--- src/hw/rtl/assert_macros.svh ---
// Assertion helpers shared by the tokenizer RTL.
`ifndef ASSERT_MACROS_SVH
`define ASSERT_MACROS_SVH

`ifndef SYNTHESIS

// Property that must hold at every clock edge outside reset.
`define QWT_ASSERT(label, clk, rst_n, prop) \
	label: assert property (@(posedge clk) disable iff (!rst_n) prop) \
		else $error("tokenizer assertion failed");

// Condition that must never be true outside reset.
`define QWT_NEVER(label, clk, rst_n, cond) \
	label: assert property (@(posedge clk) disable iff (!rst_n) !(cond)) \
		else $error("tokenizer forbidden condition seen");

`else

`define QWT_ASSERT(label, clk, rst_n, prop)
`define QWT_NEVER(label, clk, rst_n, cond)

`endif

`endif

--- src/hw/rtl/qwt_pkg.sv ---
package qwt_pkg;

	localparam int CHAR_W = 8;
	localparam int LEN_W  = 10;
	localparam int CNT_W  = 6;

	localparam logic [LEN_W-1:0] LEN_MAX = '1;
	localparam logic [CNT_W-1:0] CNT_MAX = '1;

	localparam logic [LEN_W-1:0] LEN_LIMIT_RST = 10'd1023;
	localparam logic [CNT_W-1:0] CNT_LIMIT_RST = 6'd59;

	localparam logic [CHAR_W-1:0] CH_SQUOTE = 8'h27;
	localparam logic [CHAR_W-1:0] CH_DQUOTE = 8'h22;
	localparam logic [CHAR_W-1:0] CH_BSLASH = 8'h5C;
	localparam logic [CHAR_W-1:0] CH_SPACE  = 8'h20;
	localparam logic [CHAR_W-1:0] CH_TAB    = 8'h09;

	// Configuration register indexes.
	localparam logic [0:0] REG_LEN_LIMIT = 1'b0;
	localparam logic [0:0] REG_CNT_LIMIT = 1'b1;

	// Result queue geometry.
	localparam int FIFO_DEPTH = 4;
	localparam int FIFO_AW    = $clog2(FIFO_DEPTH);
	localparam int FIFO_CW    = $clog2(FIFO_DEPTH + 1);

	typedef enum logic [1:0] {
		QM_OUT    = 2'd0,
		QM_SINGLE = 2'd1,
		QM_DOUBLE = 2'd2
	} qmode_t;

	typedef enum logic [1:0] {
		ST_OK         = 2'd0,
		ST_OPEN_QUOTE = 2'd1,
		ST_TOO_LONG   = 2'd2,
		ST_TOO_MANY   = 2'd3
	} status_t;

	typedef struct packed {
		logic [CHAR_W-1:0] word_char;
		logic              char_valid;
		logic              word_end;
		logic              line_end;
		status_t           status;
	} res_t;

	// Up to two results produced by one input item; vld[1] implies vld[0].
	typedef struct packed {
		logic [1:0] vld;
		res_t       r0;
		res_t       r1;
	} push_t;

	function automatic logic [LEN_W-1:0] len_inc(input logic [LEN_W-1:0] len);
		len_inc = (len == LEN_MAX) ? len : len + LEN_W'(1);
	endfunction

	function automatic logic [CNT_W-1:0] cnt_inc(input logic [CNT_W-1:0] cnt);
		cnt_inc = (cnt == CNT_MAX) ? cnt : cnt + CNT_W'(1);
	endfunction

	function automatic status_t limit_check(input logic [LEN_W-1:0] len,
		input logic [CNT_W-1:0] cnt, input logic [LEN_W-1:0] len_lim,
		input logic [CNT_W-1:0] cnt_lim);
		if (len >= len_lim) begin
			limit_check = ST_TOO_LONG;
		end else if (cnt >= cnt_lim) begin
			limit_check = ST_TOO_MANY;
		end else begin
			limit_check = ST_OK;
		end
	endfunction

	function automatic res_t char_res(input logic [CHAR_W-1:0] c);
		char_res            = '0;
		char_res.word_char  = c;
		char_res.char_valid = 1'b1;
	endfunction

endpackage

--- src/hw/rtl/qwt_if.sv ---
interface qwt_in_if (input logic clk);
	logic                      valid;
	logic                      ready;
	logic [qwt_pkg::CHAR_W-1:0] ch;
	logic                      line_done;

	modport source (output valid, ch, line_done, input ready);
	modport sink (input valid, ch, line_done, output ready);
endinterface

interface qwt_out_if (input logic clk);
	logic                      valid;
	logic                      ready;
	logic [qwt_pkg::CHAR_W-1:0] word_char;
	logic                      char_valid;
	logic                      word_end;
	logic                      line_end;
	logic [1:0]                status;

	modport source (output valid, word_char, char_valid, word_end, line_end, status,
		input ready);
	modport sink (input valid, word_char, char_valid, word_end, line_end, status,
		output ready);
endinterface

--- src/hw/rtl/qwt_core.sv ---
`include "assert_macros.svh"

module qwt_core (
	input  logic                       clk,
	input  logic                       arst_n,
	input  logic                       cfg_we,
	input  logic [0:0]                 cfg_index,
	input  logic [qwt_pkg::LEN_W-1:0]  cfg_data,
	input  logic                       in_valid,
	input  logic [qwt_pkg::CHAR_W-1:0] in_ch,
	input  logic                       in_done,
	output logic                       in_ready,
	input  logic                       room,
	output qwt_pkg::push_t             push
);

	logic [qwt_pkg::LEN_W-1:0]  len_limit_q;
	logic [qwt_pkg::CNT_W-1:0]  cnt_limit_q;

	logic                       valid_s1;
	logic [qwt_pkg::CHAR_W-1:0] ch_s1;
	logic                       done_s1;

	qwt_pkg::qmode_t            qm_q, qm_d;
	logic                       pend_q, pend_d;
	logic [qwt_pkg::LEN_W-1:0]  len_q, len_d;
	logic [qwt_pkg::CNT_W-1:0]  cnt_q, cnt_d;
	qwt_pkg::status_t           err_q, err_d;

	logic                       fire;

	assign fire     = valid_s1 && room;
	assign in_ready = !valid_s1 || room;

	always_ff @(posedge clk or negedge arst_n) begin
		if (!arst_n) begin
			len_limit_q <= qwt_pkg::LEN_LIMIT_RST;
			cnt_limit_q <= qwt_pkg::CNT_LIMIT_RST;
		end else if (cfg_we) begin
			case (cfg_index)
				qwt_pkg::REG_LEN_LIMIT: len_limit_q <= cfg_data;
				qwt_pkg::REG_CNT_LIMIT: cnt_limit_q <= cfg_data[qwt_pkg::CNT_W-1:0];
				default: ;
			endcase
		end
	end

	always_ff @(posedge clk or negedge arst_n) begin
		if (!arst_n) begin
			valid_s1 <= 1'b0;
		end else if (in_valid && in_ready) begin
			valid_s1 <= 1'b1;
		end else if (fire) begin
			valid_s1 <= 1'b0;
		end
	end

	always_ff @(posedge clk) begin
		if (in_valid && in_ready) begin
			ch_s1   <= in_ch;
			done_s1 <= in_done;
		end
	end

	always_ff @(posedge clk or negedge arst_n) begin
		if (!arst_n) begin
			qm_q   <= qwt_pkg::QM_OUT;
			pend_q <= 1'b0;
			len_q  <= '0;
			cnt_q  <= '0;
			err_q  <= qwt_pkg::ST_OK;
		end else if (fire) begin
			qm_q   <= qm_d;
			pend_q <= pend_d;
			len_q  <= len_d;
			cnt_q  <= cnt_d;
			err_q  <= err_d;
		end
	end

	always_comb begin
		logic [qwt_pkg::LEN_W-1:0] len1;
		logic [qwt_pkg::CNT_W-1:0] cnt1;
		qwt_pkg::status_t          mid;
		qwt_pkg::status_t          st;
		logic                      closed;
		logic                      is_sep;

		len1   = qwt_pkg::len_inc(len_q);
		cnt1   = qwt_pkg::cnt_inc(cnt_q);
		mid    = qwt_pkg::limit_check(len1, cnt_q, len_limit_q, cnt_limit_q);
		is_sep = (ch_s1 == qwt_pkg::CH_SPACE) || (ch_s1 == qwt_pkg::CH_TAB);
		st     = err_q;
		closed = 1'b0;

		qm_d   = qm_q;
		pend_d = pend_q;
		len_d  = len_q;
		cnt_d  = cnt_q;
		err_d  = err_q;
		push   = '0;

		if (done_s1) begin
			if (err_q == qwt_pkg::ST_OK) begin
				if (qm_q != qwt_pkg::QM_OUT) begin
					st = qwt_pkg::ST_OPEN_QUOTE;
				end else if (len_q != '0) begin
					closed = 1'b1;
					st = qwt_pkg::limit_check('0, cnt1, len_limit_q, cnt_limit_q);
				end else begin
					st = qwt_pkg::limit_check('0, cnt_q, len_limit_q, cnt_limit_q);
				end
			end
			push.vld[0]       = 1'b1;
			push.r0.word_end  = closed;
			push.r0.line_end  = 1'b1;
			push.r0.status    = st;
			qm_d   = qwt_pkg::QM_OUT;
			pend_d = 1'b0;
			len_d  = '0;
			cnt_d  = '0;
			err_d  = qwt_pkg::ST_OK;
		end else if (err_q == qwt_pkg::ST_OK) begin
			case (qm_q)
				qwt_pkg::QM_SINGLE: begin
					if (ch_s1 == qwt_pkg::CH_SQUOTE) begin
						qm_d = qwt_pkg::QM_OUT;
					end else begin
						push.vld[0] = 1'b1;
						push.r0     = qwt_pkg::char_res(ch_s1);
						len_d       = len1;
					end
				end
				qwt_pkg::QM_DOUBLE: begin
					if (pend_q) begin
						pend_d = 1'b0;
						if ((ch_s1 == qwt_pkg::CH_DQUOTE) || (ch_s1 == qwt_pkg::CH_BSLASH)) begin
							push.vld[0] = 1'b1;
							push.r0     = qwt_pkg::char_res(ch_s1);
							len_d       = len1;
						end else begin
							// The held backslash goes out first; a limit hit on it
							// drops the following character.
							push.vld[0] = 1'b1;
							push.r0     = qwt_pkg::char_res(qwt_pkg::CH_BSLASH);
							len_d       = len1;
							if (mid != qwt_pkg::ST_OK) begin
								err_d = mid;
							end else begin
								push.vld[1] = 1'b1;
								push.r1     = qwt_pkg::char_res(ch_s1);
								len_d       = qwt_pkg::len_inc(len1);
							end
						end
					end else if (ch_s1 == qwt_pkg::CH_DQUOTE) begin
						qm_d = qwt_pkg::QM_OUT;
					end else if (ch_s1 == qwt_pkg::CH_BSLASH) begin
						pend_d = 1'b1;
					end else begin
						push.vld[0] = 1'b1;
						push.r0     = qwt_pkg::char_res(ch_s1);
						len_d       = len1;
					end
				end
				default: begin
					if (is_sep) begin
						if (len_q != '0) begin
							push.vld[0]      = 1'b1;
							push.r0.word_end = 1'b1;
							len_d            = '0;
							cnt_d            = cnt1;
						end
					end else if (ch_s1 == qwt_pkg::CH_SQUOTE) begin
						qm_d = qwt_pkg::QM_SINGLE;
					end else if (ch_s1 == qwt_pkg::CH_DQUOTE) begin
						qm_d = qwt_pkg::QM_DOUBLE;
					end else begin
						push.vld[0] = 1'b1;
						push.r0     = qwt_pkg::char_res(ch_s1);
						len_d       = len1;
					end
				end
			endcase
			if (err_d == qwt_pkg::ST_OK) begin
				err_d = qwt_pkg::limit_check(len_d, cnt_d, len_limit_q, cnt_limit_q);
			end
		end

		if (!fire) begin
			push.vld = 2'b00;
		end
	end

	`QWT_ASSERT(a_line_end_clears, clk, arst_n, (fire && done_s1) |=> (qm_q == qwt_pkg::QM_OUT && err_q == qwt_pkg::ST_OK && len_q == '0 && cnt_q == '0 && !pend_q))
	`QWT_NEVER(a_silent_after_error, clk, arst_n, fire && !done_s1 && err_q != qwt_pkg::ST_OK && push.vld[0])
	`QWT_NEVER(a_pend_only_in_double, clk, arst_n, pend_q && qm_q != qwt_pkg::QM_DOUBLE)
	`QWT_NEVER(a_push_needs_room, clk, arst_n, push.vld[0] && !room)

endmodule

--- src/hw/rtl/qwt_fifo.sv ---
`include "assert_macros.svh"

module qwt_fifo (
	input  logic             clk,
	input  logic             arst_n,
	input  qwt_pkg::push_t   push,
	output logic             room,
	output logic             out_valid,
	input  logic             out_ready,
	output qwt_pkg::res_t    head
);

	qwt_pkg::res_t                  mem_q [qwt_pkg::FIFO_DEPTH];
	logic [qwt_pkg::FIFO_AW-1:0]    wr_ptr_q, rd_ptr_q;
	logic [qwt_pkg::FIFO_CW-1:0]    count_q;
	logic                           pop;
	logic [qwt_pkg::FIFO_CW-1:0]    n_push;

	assign out_valid = (count_q != '0);
	assign pop       = out_valid && out_ready;
	assign head      = mem_q[rd_ptr_q];
	// Room is reserved for the worst case of two results per transaction.
	assign room      = (count_q <= qwt_pkg::FIFO_CW'(qwt_pkg::FIFO_DEPTH - 2));
	assign n_push    = qwt_pkg::FIFO_CW'(push.vld[0]) + qwt_pkg::FIFO_CW'(push.vld[1]);

	always_ff @(posedge clk) begin
		if (push.vld[0]) begin
			mem_q[wr_ptr_q] <= push.r0;
		end
		if (push.vld[1]) begin
			mem_q[wr_ptr_q + qwt_pkg::FIFO_AW'(1)] <= push.r1;
		end
	end

	always_ff @(posedge clk or negedge arst_n) begin
		if (!arst_n) begin
			wr_ptr_q <= '0;
			rd_ptr_q <= '0;
			count_q  <= '0;
		end else begin
			wr_ptr_q <= wr_ptr_q + n_push[qwt_pkg::FIFO_AW-1:0];
			if (pop) begin
				rd_ptr_q <= rd_ptr_q + qwt_pkg::FIFO_AW'(1);
			end
			count_q <= count_q + n_push - qwt_pkg::FIFO_CW'(pop);
		end
	end

	`QWT_NEVER(a_no_overflow, clk, arst_n, count_q > qwt_pkg::FIFO_CW'(qwt_pkg::FIFO_DEPTH))
	`QWT_NEVER(a_second_needs_first, clk, arst_n, push.vld[1] && !push.vld[0])
	`QWT_ASSERT(a_count_tracks, clk, arst_n, (count_q == '0 && push.vld == 2'b00) |=> (count_q == '0))

endmodule

--- src/hw/rtl/quoted_word_tokenizer.sv ---
// Shell-style word splitter. One character enters per transaction on tok_in and
// an item with line_done set ends the line. Word characters stream out on
// tok_out as they arrive, a result with word_end closes each word, and the
// last result of the line has line_end set and carries the status (ok, open
// quote, word too long, too many words); after an error the rest of the line
// gives no results, and the consumer drops the line's words on a bad status.
// An item is decoded in the cycle after it is accepted, while it sits in the
// input register; its results are queued and can leave in the next cycle. A
// new character is taken every cycle while the downstream keeps up. The
// four-entry result queue sets the limit: a backslash escape that is not
// followed by a quote or a backslash yields two results, and an item waits in
// the input register while the queue holds more than two results. Write limits
// via cfg_we/cfg_index/cfg_data only while the line is idle (not enforced).
module quoted_word_tokenizer (
	input  logic                      clk,
	input  logic                      arst_n,
	input  logic                      cfg_we,
	input  logic [0:0]                cfg_index,
	input  logic [qwt_pkg::LEN_W-1:0] cfg_data,
	qwt_in_if.sink                    tok_in,
	qwt_out_if.source                 tok_out
);

	qwt_pkg::push_t push;
	logic           room;
	qwt_pkg::res_t  head;

	qwt_core u_core (
		.clk       (clk),
		.arst_n    (arst_n),
		.cfg_we    (cfg_we),
		.cfg_index (cfg_index),
		.cfg_data  (cfg_data),
		.in_valid  (tok_in.valid),
		.in_ch     (tok_in.ch),
		.in_done   (tok_in.line_done),
		.in_ready  (tok_in.ready),
		.room      (room),
		.push      (push)
	);

	qwt_fifo u_fifo (
		.clk       (clk),
		.arst_n    (arst_n),
		.push      (push),
		.room      (room),
		.out_valid (tok_out.valid),
		.out_ready (tok_out.ready),
		.head      (head)
	);

	assign tok_out.word_char  = head.word_char;
	assign tok_out.char_valid = head.char_valid;
	assign tok_out.word_end   = head.word_end;
	assign tok_out.line_end   = head.line_end;
	assign tok_out.status     = head.status;

endmodule

--- src/flat_wrapper.sv ---
// flat-port wrapper written by rule: the top's interface ports become plain ports
module quoted_word_tokenizer_flat 
  (clk, arst_n, cfg_we, cfg_index, cfg_data, tok_in_valid, tok_in_ch, tok_in_line_done, tok_in_ready, tok_out_valid, tok_out_word_char, tok_out_char_valid, tok_out_word_end, tok_out_line_end, tok_out_status, tok_out_ready);
  qwt_in_if tok_in_i (.clk(clk));
  qwt_out_if tok_out_i (.clk(clk));
  input  logic clk;
  input  logic arst_n;
  input  logic cfg_we;
  input  logic [0:0] cfg_index;
  input  logic [qwt_pkg::LEN_W-1:0] cfg_data;
  input wire logic [$bits(tok_in_i.valid)-1:0] tok_in_valid;
  input wire logic [$bits(tok_in_i.ch)-1:0] tok_in_ch;
  input wire logic [$bits(tok_in_i.line_done)-1:0] tok_in_line_done;
  output wire logic [$bits(tok_in_i.ready)-1:0] tok_in_ready;
  output wire logic [$bits(tok_out_i.valid)-1:0] tok_out_valid;
  output wire logic [$bits(tok_out_i.word_char)-1:0] tok_out_word_char;
  output wire logic [$bits(tok_out_i.char_valid)-1:0] tok_out_char_valid;
  output wire logic [$bits(tok_out_i.word_end)-1:0] tok_out_word_end;
  output wire logic [$bits(tok_out_i.line_end)-1:0] tok_out_line_end;
  output wire logic [$bits(tok_out_i.status)-1:0] tok_out_status;
  input wire logic [$bits(tok_out_i.ready)-1:0] tok_out_ready;
  assign tok_in_i.valid = tok_in_valid;
  assign tok_in_i.ch = tok_in_ch;
  assign tok_in_i.line_done = tok_in_line_done;
  assign tok_in_ready = tok_in_i.ready;
  assign tok_out_valid = tok_out_i.valid;
  assign tok_out_word_char = tok_out_i.word_char;
  assign tok_out_char_valid = tok_out_i.char_valid;
  assign tok_out_word_end = tok_out_i.word_end;
  assign tok_out_line_end = tok_out_i.line_end;
  assign tok_out_status = tok_out_i.status;
  assign tok_out_i.ready = tok_out_ready;
  quoted_word_tokenizer u_core (.clk(clk), .arst_n(arst_n), .cfg_we(cfg_we), .cfg_index(cfg_index), .cfg_data(cfg_data), .tok_in(tok_in_i), .tok_out(tok_out_i));
endmodule
--- config.mk ---
export PLATFORM = sky130hd
export DESIGN_NAME = quoted_word_tokenizer_flat
export DESIGN_NICKNAME = d
export VERILOG_FILES = /design/src/hw/rtl/qwt_pkg.sv /design/src/hw/rtl/qwt_if.sv /design/src/hw/rtl/qwt_core.sv /design/src/hw/rtl/qwt_fifo.sv /design/src/hw/rtl/quoted_word_tokenizer.sv /design/src/flat_wrapper.sv
export VERILOG_INCLUDE_DIRS = /design/src /design/src/hw/rtl
export SDC_FILE = /design/constraint.sdc
export NUM_CORES = 1
export LEC_CHECK = 0
export BUFFER_PORTS_ARGS = -buffer_cell sky130_fd_sc_hd__clkbuf_2
export CAP_MARGIN = 10
export CORE_MARGIN = 5
export CORE_UTILIZATION = 50
export CTS_CLUSTER_DIAMETER = 150
export DETAILED_ROUTE_END_ITERATION = 8
export HOLD_SLACK_MARGIN = 0.03
export PLACE_DENSITY = 0.67
export SLEW_MARGIN = 25
export SYNTH_ARGS = -nofsm -noshare
export SYNTH_HDL_FRONTEND = slang
export SYNTH_SLANG_ARGS = --single-unit
--- constraint.sdc ---
create_clock -name clk -period 5.5 [get_ports clk]
set_input_delay 0.275 -clock clk [delete_from_list [all_inputs] [get_ports clk]]
set_output_delay 0.275 -clock clk [all_outputs]
set_load 0.05 [all_outputs]
* Yosys cells after proc, flatten, opt, wreduce, memory -nomap -nowiden
Memory sizes are Yosys's and may differ from the RTL's. Index checks and enable logic that the tools add are counted.
Cells by class: equal/unequal tests 14, reductions and logical operators 23, $lt $le $gt $ge 7, bitwise operators 1, mux-type cells 95, $add $sub $neg 9
Operators with widths (count):
- $mux 10 | 16
- $mux 14 | 6
- $mux 13 | 6
- $mux 2 | 28
- $mux 6 | 8
- $mux 28 | 1
- $pmux 14 s2 | 1
- $eq 8x6->1 const B | 3
- $mux 1 | 23
- $add 10x1->10 const B | 2
- $eq 10x10->1 const B | 2
- $ge 10x10->1 | 2
- $pmux 10 s2 | 1
- $ge 6x6->1 | 3
- $mux 9 | 2
- $ge 1x10->1 const A | 1
- $reduce_bool 10->1 | 1
- $reduce_bool 2->1 | 5
- $ne 3x3->1 const B | 3
- $eq 8x4->1 const B | 1
- $eq 8x7->1 const B | 1
- $reduce_and 7->1 | 1
- $add 6x1->6 const B | 1
- $eq 6x6->1 const B | 1
- 21 further kinds | 30
Word-level totals: output and inout port bits 15, memory bits (writable) 52, bits of input ports 25, memories 1, word-level logic and storage cells 163, bits in registers 54
Memories:
- u_core.u_fifo.mem_q | words 4, width 13, read ports 1, clocked after memory_dff 0, wr ports 2, line qwt_fifo.sv:13 | qwt_pkg::res_t mem_q [qwt_pkg::FIFO_DEPTH];

* Logic depth before layout (Yosys ltp)
depth in word-level cells 16, depth in mapped cells 23

* Hierarchy
A second synthesis with hierarchy kept.
Unflattened totals: cell total of the unflattened synthesis 757, area, all modules 7915.1 µm²
By module, submodules not included:
- qwt_core | cells each 592, sequential area each 1239.9 µm², area an instance 4956.0 µm², instances 1
- qwt_fifo | cells each 165, sequential area each 1736.7 µm², area an instance 2959.1 µm², instances 1

* Least setup slack after synthesis
OpenSTA, ideal clock, no wires.
path type register -> register, start reg u_core.u_core.len_q[0] (netlist bit), end reg u_core.u_core.err_q[1], path buffers 1, cell stages (with the launch flop) 24, arrival 4.626 ns, required time 5.379 ns, setup slack 0.753 ns, period minus slack after synthesis 4.747 ns, setup time 0.121 ns, path through dfrtp_1 > ha_1 > buf_2 > nand4_1 > nor3_1 > nor2_1 > inv_1 > ha_1 > a211o_1 > o211ai_1 > o2111ai_1 > a31oi_1 > o211ai_1 > and4_1 > o41ai_2 > ha_1 > nand2b_1 > a21oi_1 > nor2b_1 > o2111ai_1 > a31oi_1 > o31ai_1 > nand3_1 > a22o_1
Between the ends: cells in the longest elaborated chain, start to end 16
Ends and longest elaborated chain:
- start: declaration | line qwt_core.sv:26 | logic [qwt_pkg::LEN_W-1:0] len_q, len_d;
- start signal: assignment | line qwt_core.sv:75 | len_q <= len_d;
- $add 10x1->10 or $eq 10x10->1 (tied branches) | line qwt_pkg.sv:57 | len_inc = (len == LEN_MAX) ? len : len + LEN_W'(1);
- $mux 10 | line qwt_pkg.sv:57
- $ge 10x10->1 | line qwt_pkg.sv:67 | if (len >= len_lim) begin
- $mux 2 | line qwt_pkg.sv:67
- $reduce_bool 2->1 | line qwt_core.sv:147 | if (mid != qwt_pkg::ST_OK) begin
- $mux 10 | line qwt_core.sv:147
- $mux 10 | line qwt_core.sv:137 | if ((ch_s1 == qwt_pkg::CH_DQUOTE) || (ch_s1 == qwt_pkg::CH_BSLASH)) begin
- $mux 10 | line qwt_core.sv:135 | if (pend_q) begin
- $pmux 10 s2 | line qwt_core.sv:124 | case (qm_q)
- $mux 10 | line qwt_core.sv:123 | end else if (err_q == qwt_pkg::ST_OK) begin
- $mux 10 | line qwt_core.sv:103 | if (done_s1) begin
- $ge 10x10->1 | line qwt_pkg.sv:67
- $mux 2 | line qwt_pkg.sv:67
- $mux 2 * | line qwt_core.sv:184 | if (err_d == qwt_pkg::ST_OK) begin
- $mux 2 * | line qwt_core.sv:123
- $mux 2 * | line qwt_core.sv:103
- end signal: assignment | line qwt_core.sv:71 | err_q <= qwt_pkg::ST_OK;
- end signal: assignment | line qwt_core.sv:77 | err_q <= err_d;
- end: declaration | line qwt_core.sv:28 | qwt_pkg::status_t err_q, err_d;
Mark *: on every way between the ends. The rest lies on a longest branch, timed or not. The select of a mux whose other input is x is not followed. A chain may end at the register's enable or synchronous reset.

* Final worst setup path
Ends and elaborated chain as after synthesis.

==> summary.md <==
| Metric | Value |
|---|---|
| DR pass1 iterations | `5` |
| Syn Area/Cell | `roughly 9.5 um^2` |
| Tcrit/Tclk final | `0.927` |
| Initial antenna violation count | `0` |
| CP Data Arrival Time | `approximately 5.4 ns` |
| Comb power frac | `0.495` |
| WL/cell | `between 20 and 25 um` |
| Worst slack, placed | `about 0.20 ns` |
| Fmax | `about 200 MHz` |
| RSZ-0062 raised after global routing | `false` |
| Antenna cells | `0` |
| GRT overflow | `0` |
| Worst EP required | `between 5 and 6 ns` |
| Total I/O pin count | `40` |
| NetSw | `1.76 mW` |
| Core ar. | `roughly 0.015 mm^2` |
| Clock share of power | `0.177` |
| Initial Util | `0.513` |
| Multi-input combinational cell area | `0.00431 mm^2` |
| Startpoint types | `register` |
| Met1 WL | `8.55 mm` |
| Pleak | `3.47 nW` |
| Final setup vio count | `0` |
| CP peak stage delay | `0.39 ns` |
| First-pass GRT wire length | `around 33 mm` |
| Post-synth net total | `approximately 860` |
| Post-synth top cells | `nand2_1 (77), ha_1 (50), nor2_1 (49), edfxtp_1 (45), inv_1 (43)` |
| Int Pwr | `about 2.1 mW` |
| Distinct cells, synth | `79` |
| CP endpoint kind | `register` |
| Dpl hpwl | `~15 mm` |
| DR WL met3 | `1.07 mm` |
| Reg2Reg Depth | `22` |
| Row count | `44` |
| Yosys top cell by area | `edfxtp_1` |
| DR vias/cell | `6.34` |
| Num Clock Sinks | `about 110` |
| GRT Resource Usage Total | `0.233` |
| Inserted Clock Buffers | `9` |
| Largest net degree at the start of global routing | `46` |
| Crit path time final | `between 5 and 6 ns` |
| Reg power frac | `0.328` |
| Placed Cells | `984` |
| Crit path from | `u_core.u_core.len_q[0]$_DFFE_PN0P_` |
| Hold Startpoint | `tok_in_ch[2]` |
| Clock slew at reported path FFs | `0.08 ns` |
| Dominant cells by area after synthesis | `edfxtp_1 (18%), dfrtp_1 (10%), ha_1 (8.4%), dfstp_2 (5.3%), a22o_1 (4.7%)` |
| Starting DRT DRC Count | `651` |
| Vias | `6351` |
| DRC viols | `0` |
| Die height | `between 100 and 150 um` |
| Layout cells sized above 1 | `0.181` |
| Worst min path class | `input pin to register` |
| Slowest cell on the critical path | `o41ai_2` |
| Fin. Hold Viols | `0` |
| Synth Register Bits | `approximately 110` |
| Top cell type's share of synthesized area | `0.180` |
| Cell Area, Synth | `about 0.0075 mm^2` |
| Sequential area share after synthesis | `0.376` |
| Storage cell area | `0.00282 mm^2` |
| Setup WS post-layout | `roughly 0.4 ns` |
| Layout area overhead | `10.0%` |
| CP max FO | `9` |
| Root buffer cell | `clkbuf_16` |
| Setup CP Type | `register to register` |
| Met2 WL | `between 10 and 15 mm` |
| Final Max Tran Viols | `0` |
| Die X-Extent | `around 130 um` |
| Synth warnings | `0` |
| Top_reg_cell synth | `edfxtp_1` |
| Critical R2R Launch | `u_core.u_core.len_q[0]$_DFFE_PN0P_` |
| Power per cell area | `roughly 470 mW/mm^2` |
| Number of synthesized flops with an enable pin | `45` |
| Relative slew slack | `0.370` |
| Slew @ Worst Pin | `approximately 0.94 ns` |
| Max-cap viol count | `0` |
| Clk_skew | `around 0.0075 ns` |
| Cell with the most instances after synthesis | `nand2_1` |
| RR Endpoint | `u_core.u_core.err_q[1]$_DFFE_PN0P_` |
| CTS tree | `built` |
| Placer Congestion | `1.02` |
| Crit path cell chain | `ha_2 -> and4_1 -> nand2_1 -> mux2i_2 -> inv_1 -> ha_1 -> a21oi_1 -> nor2b_1 -> o2111ai_1 -> a31oi_1 -> o211ai_1 -> and4_1 -> o41ai_2 -> ha_1 -> nand2b_1 -> a21oi_1 -> nor2b_1 -> o2111ai_1 -> a31oi_1 -> o31ai_1 -> nand3_1 -> a22o_1` |
| R2R Setup Slk | `approximately 0.4 ns` |
| Post-Synthesis Cells | `785` |
| Finished Layout Cells | `about 1000` |
| Status | `finished, final reports clean` |
| Setup TNS | `0 ns` |
| Longest Clk Path Bufs | `2` |
| Die ar. | `around 0.018 mm^2` |
| Max VDD drop | `around 0.23 mV` |
| Async set-reset flop share out of synthesis | `0.425` |
| Worst Setup EP | `u_core.u_core.err_q[1]$_DFFE_PN0P_` |
| Final nets | `about 900` |
| Post-route ant nets | `0` |
| Filler cells | `roughly 1300` |
| Drt total wl | `20.3 mm` |
| Max layer used | `met4` |
| Buffers on Ports | `39` |
| Worst skew pair latency | `roughly 0.36 ns` |
| Switching Fraction | `0.454` |
| Htree depth | `3` |
| Number of global-route vias before repair | `6427` |
==> how the worst min path moves through the flow <==
| stage | to | slack, ns | cells after the start |
|---|---|---|---|
| 2_1_floorplan | u_core.u_core.cnt_limit_q[2]$_DFFE_PN0P_ | -0.02 | 0 |
| 3_3_place_gp | u_core.u_core.cnt_limit_q[2]$_DFFE_PN0P_ | 0.40 | 2 |
| 3_5_place_dp | u_core.u_core.cnt_limit_q[2]$_DFFE_PN0P_ | 0.42 | 2 |
| 4_1_cts | u_core.u_core.ch_s1[2]$_DFFE_PP_ | 0.07 | 1 |
| 5_1_grt | u_core.u_core.ch_s1[5]$_DFFE_PP_ | 0.08 | 1 |
| 6_report | u_core.u_core.ch_s1[2]$_DFFE_PP_ | 0.09 | 1 |
==> layer usage <==
layer | track usage | vias to the layer above
met5 | 0 | -
met4 | 0.0831 | 0
met3 | 0.0454 | 47
met2 | 0.401 | 238
met1 | 0.291 | 3076
li1 | - | 2990
==> through the flow <==
step	util	hold WS (ns)	power [mW]	cell area, um^2
2_1_floorplan	-	-0.0206	2.67	7490
3_3_place_gp	0.540	0.403	3.14	7880
3_5_place_dp	0.540	0.417	3.19	7880
4_1_cts	0.562	0.0746	3.88	8200
5_1_grt	0.565	0.0767	4.14	8240
6_report	0.565	0.0869	3.87	8240
==> cells by family (layout without fill, tap and decap cells) <==
kind of cell / count (synthesis) / count (layout) / synth area share
fa+ha+maj: 51 / 51 / 0.0862
mux: 45 / 45 / 0.0845
simple gates: 261 / 261 / 0.177
buf+inv: 94 / 127 / 0.0525
xor+xnor: 15 / 15 / 0.0175
flops: 106 / 106 / 0.376
compound gates: 213 / 213 / 0.206
==> critical path, delay by kind of cell, from the launching register on <==
kind	cells	cell delay (ns)
AO/OA/AOI/OAI	10	2.15
multiplexers	1	0.36
AND/OR/NAND/NOR	7	1.15
adder cells (fa/ha/maj)	3	0.77
buffers and inverters	1	0.19
flip-flops	1	0.38
==> power by group through the flow <==
stage	clock network [mW]	logic (mW)	registers (mW)
after global routing	0.735	2.10	1.30
after floorplan	0	1.55	1.12
after global placement	0	1.87	1.27
after detailed placement	0	1.91	1.28
final	0.686	1.92	1.27
after CTS	0.700	1.92	1.27
==> registers in the layout, indices dropped and copies added (netlist names) <==
signal,count
u_core.u_fifo.wr_ptr_q,2
u_core.u_core.len_limit_q,10
u_core.u_core.valid_s1,1
u_core.u_core.cnt_q,6
u_core.u_core.pend_q,1
u_core.u_fifo.count_q,3
u_core.u_core.len_q,10
u_core.u_core.done_s1,1
u_core.u_fifo.mem_q,52
u_core.u_core.cnt_limit_q,6
u_core.u_core.ch_s1,8
u_core.u_core.qm_q,2
u_core.u_fifo.rd_ptr_q,2
u_core.u_core.err_q,2
==> placed cells by master, fill, tap and decap left out, types with 4 or more instances in the layout <==
master,count
o21a_1,10
xor2_1,5
nor2_1,49
mux2_2,16
ha_1,49
nor2b_1,16
a21oi_1,38
dfrtp_1,30
o211ai_1,10
clkbuf_16,9
o22ai_1,5
a22o_1,40
clkbuf_2,39
and3_1,6
nand2_1,77
buf_4,27
edfxtp_1,45
o31ai_1,9
mux4_2,13
nand2b_1,16
a21o_1,9
xnor2_1,10
nor4_1,9
mux2i_1,14
a31oi_1,12
and2_1,8
dfxtp_1,16
nand3_1,17
dfstp_2,15
and4_1,4
nand4_1,16
or3_1,7
o2111ai_1,5
nor3_1,16
inv_1,43
a221oi_1,4
o21ai_0,34
==> final cells by class <==
| cell class | count | share of cell area |
|---|---|---|
| Tap cell | 184 | 0.0279 |
| Inverter | 44 | 0.0200 |
| Multi-Input combinational cell | 585 | 0.523 |
| Clock buffer | 10 | 0.0278 |
| Clock inverter | 6 | 0.0102 |
| Timing Repair Buffer | 67 | 0.0495 |
| Sequential cell | 106 | 0.342 |
==> repair_timing <==
| item | 4_1_cts | 5_1_grt |
|---|---|---|
| hold buffers | 1 | 0 |
| hold endpoints to repair | 1 | 0 |
| setup buffers | 0 | 1 |
| resized for setup | 0 | 6 |
| endpoints found under the setup margin | 0 | 2 |
Power figures use the tool's default switching activity.
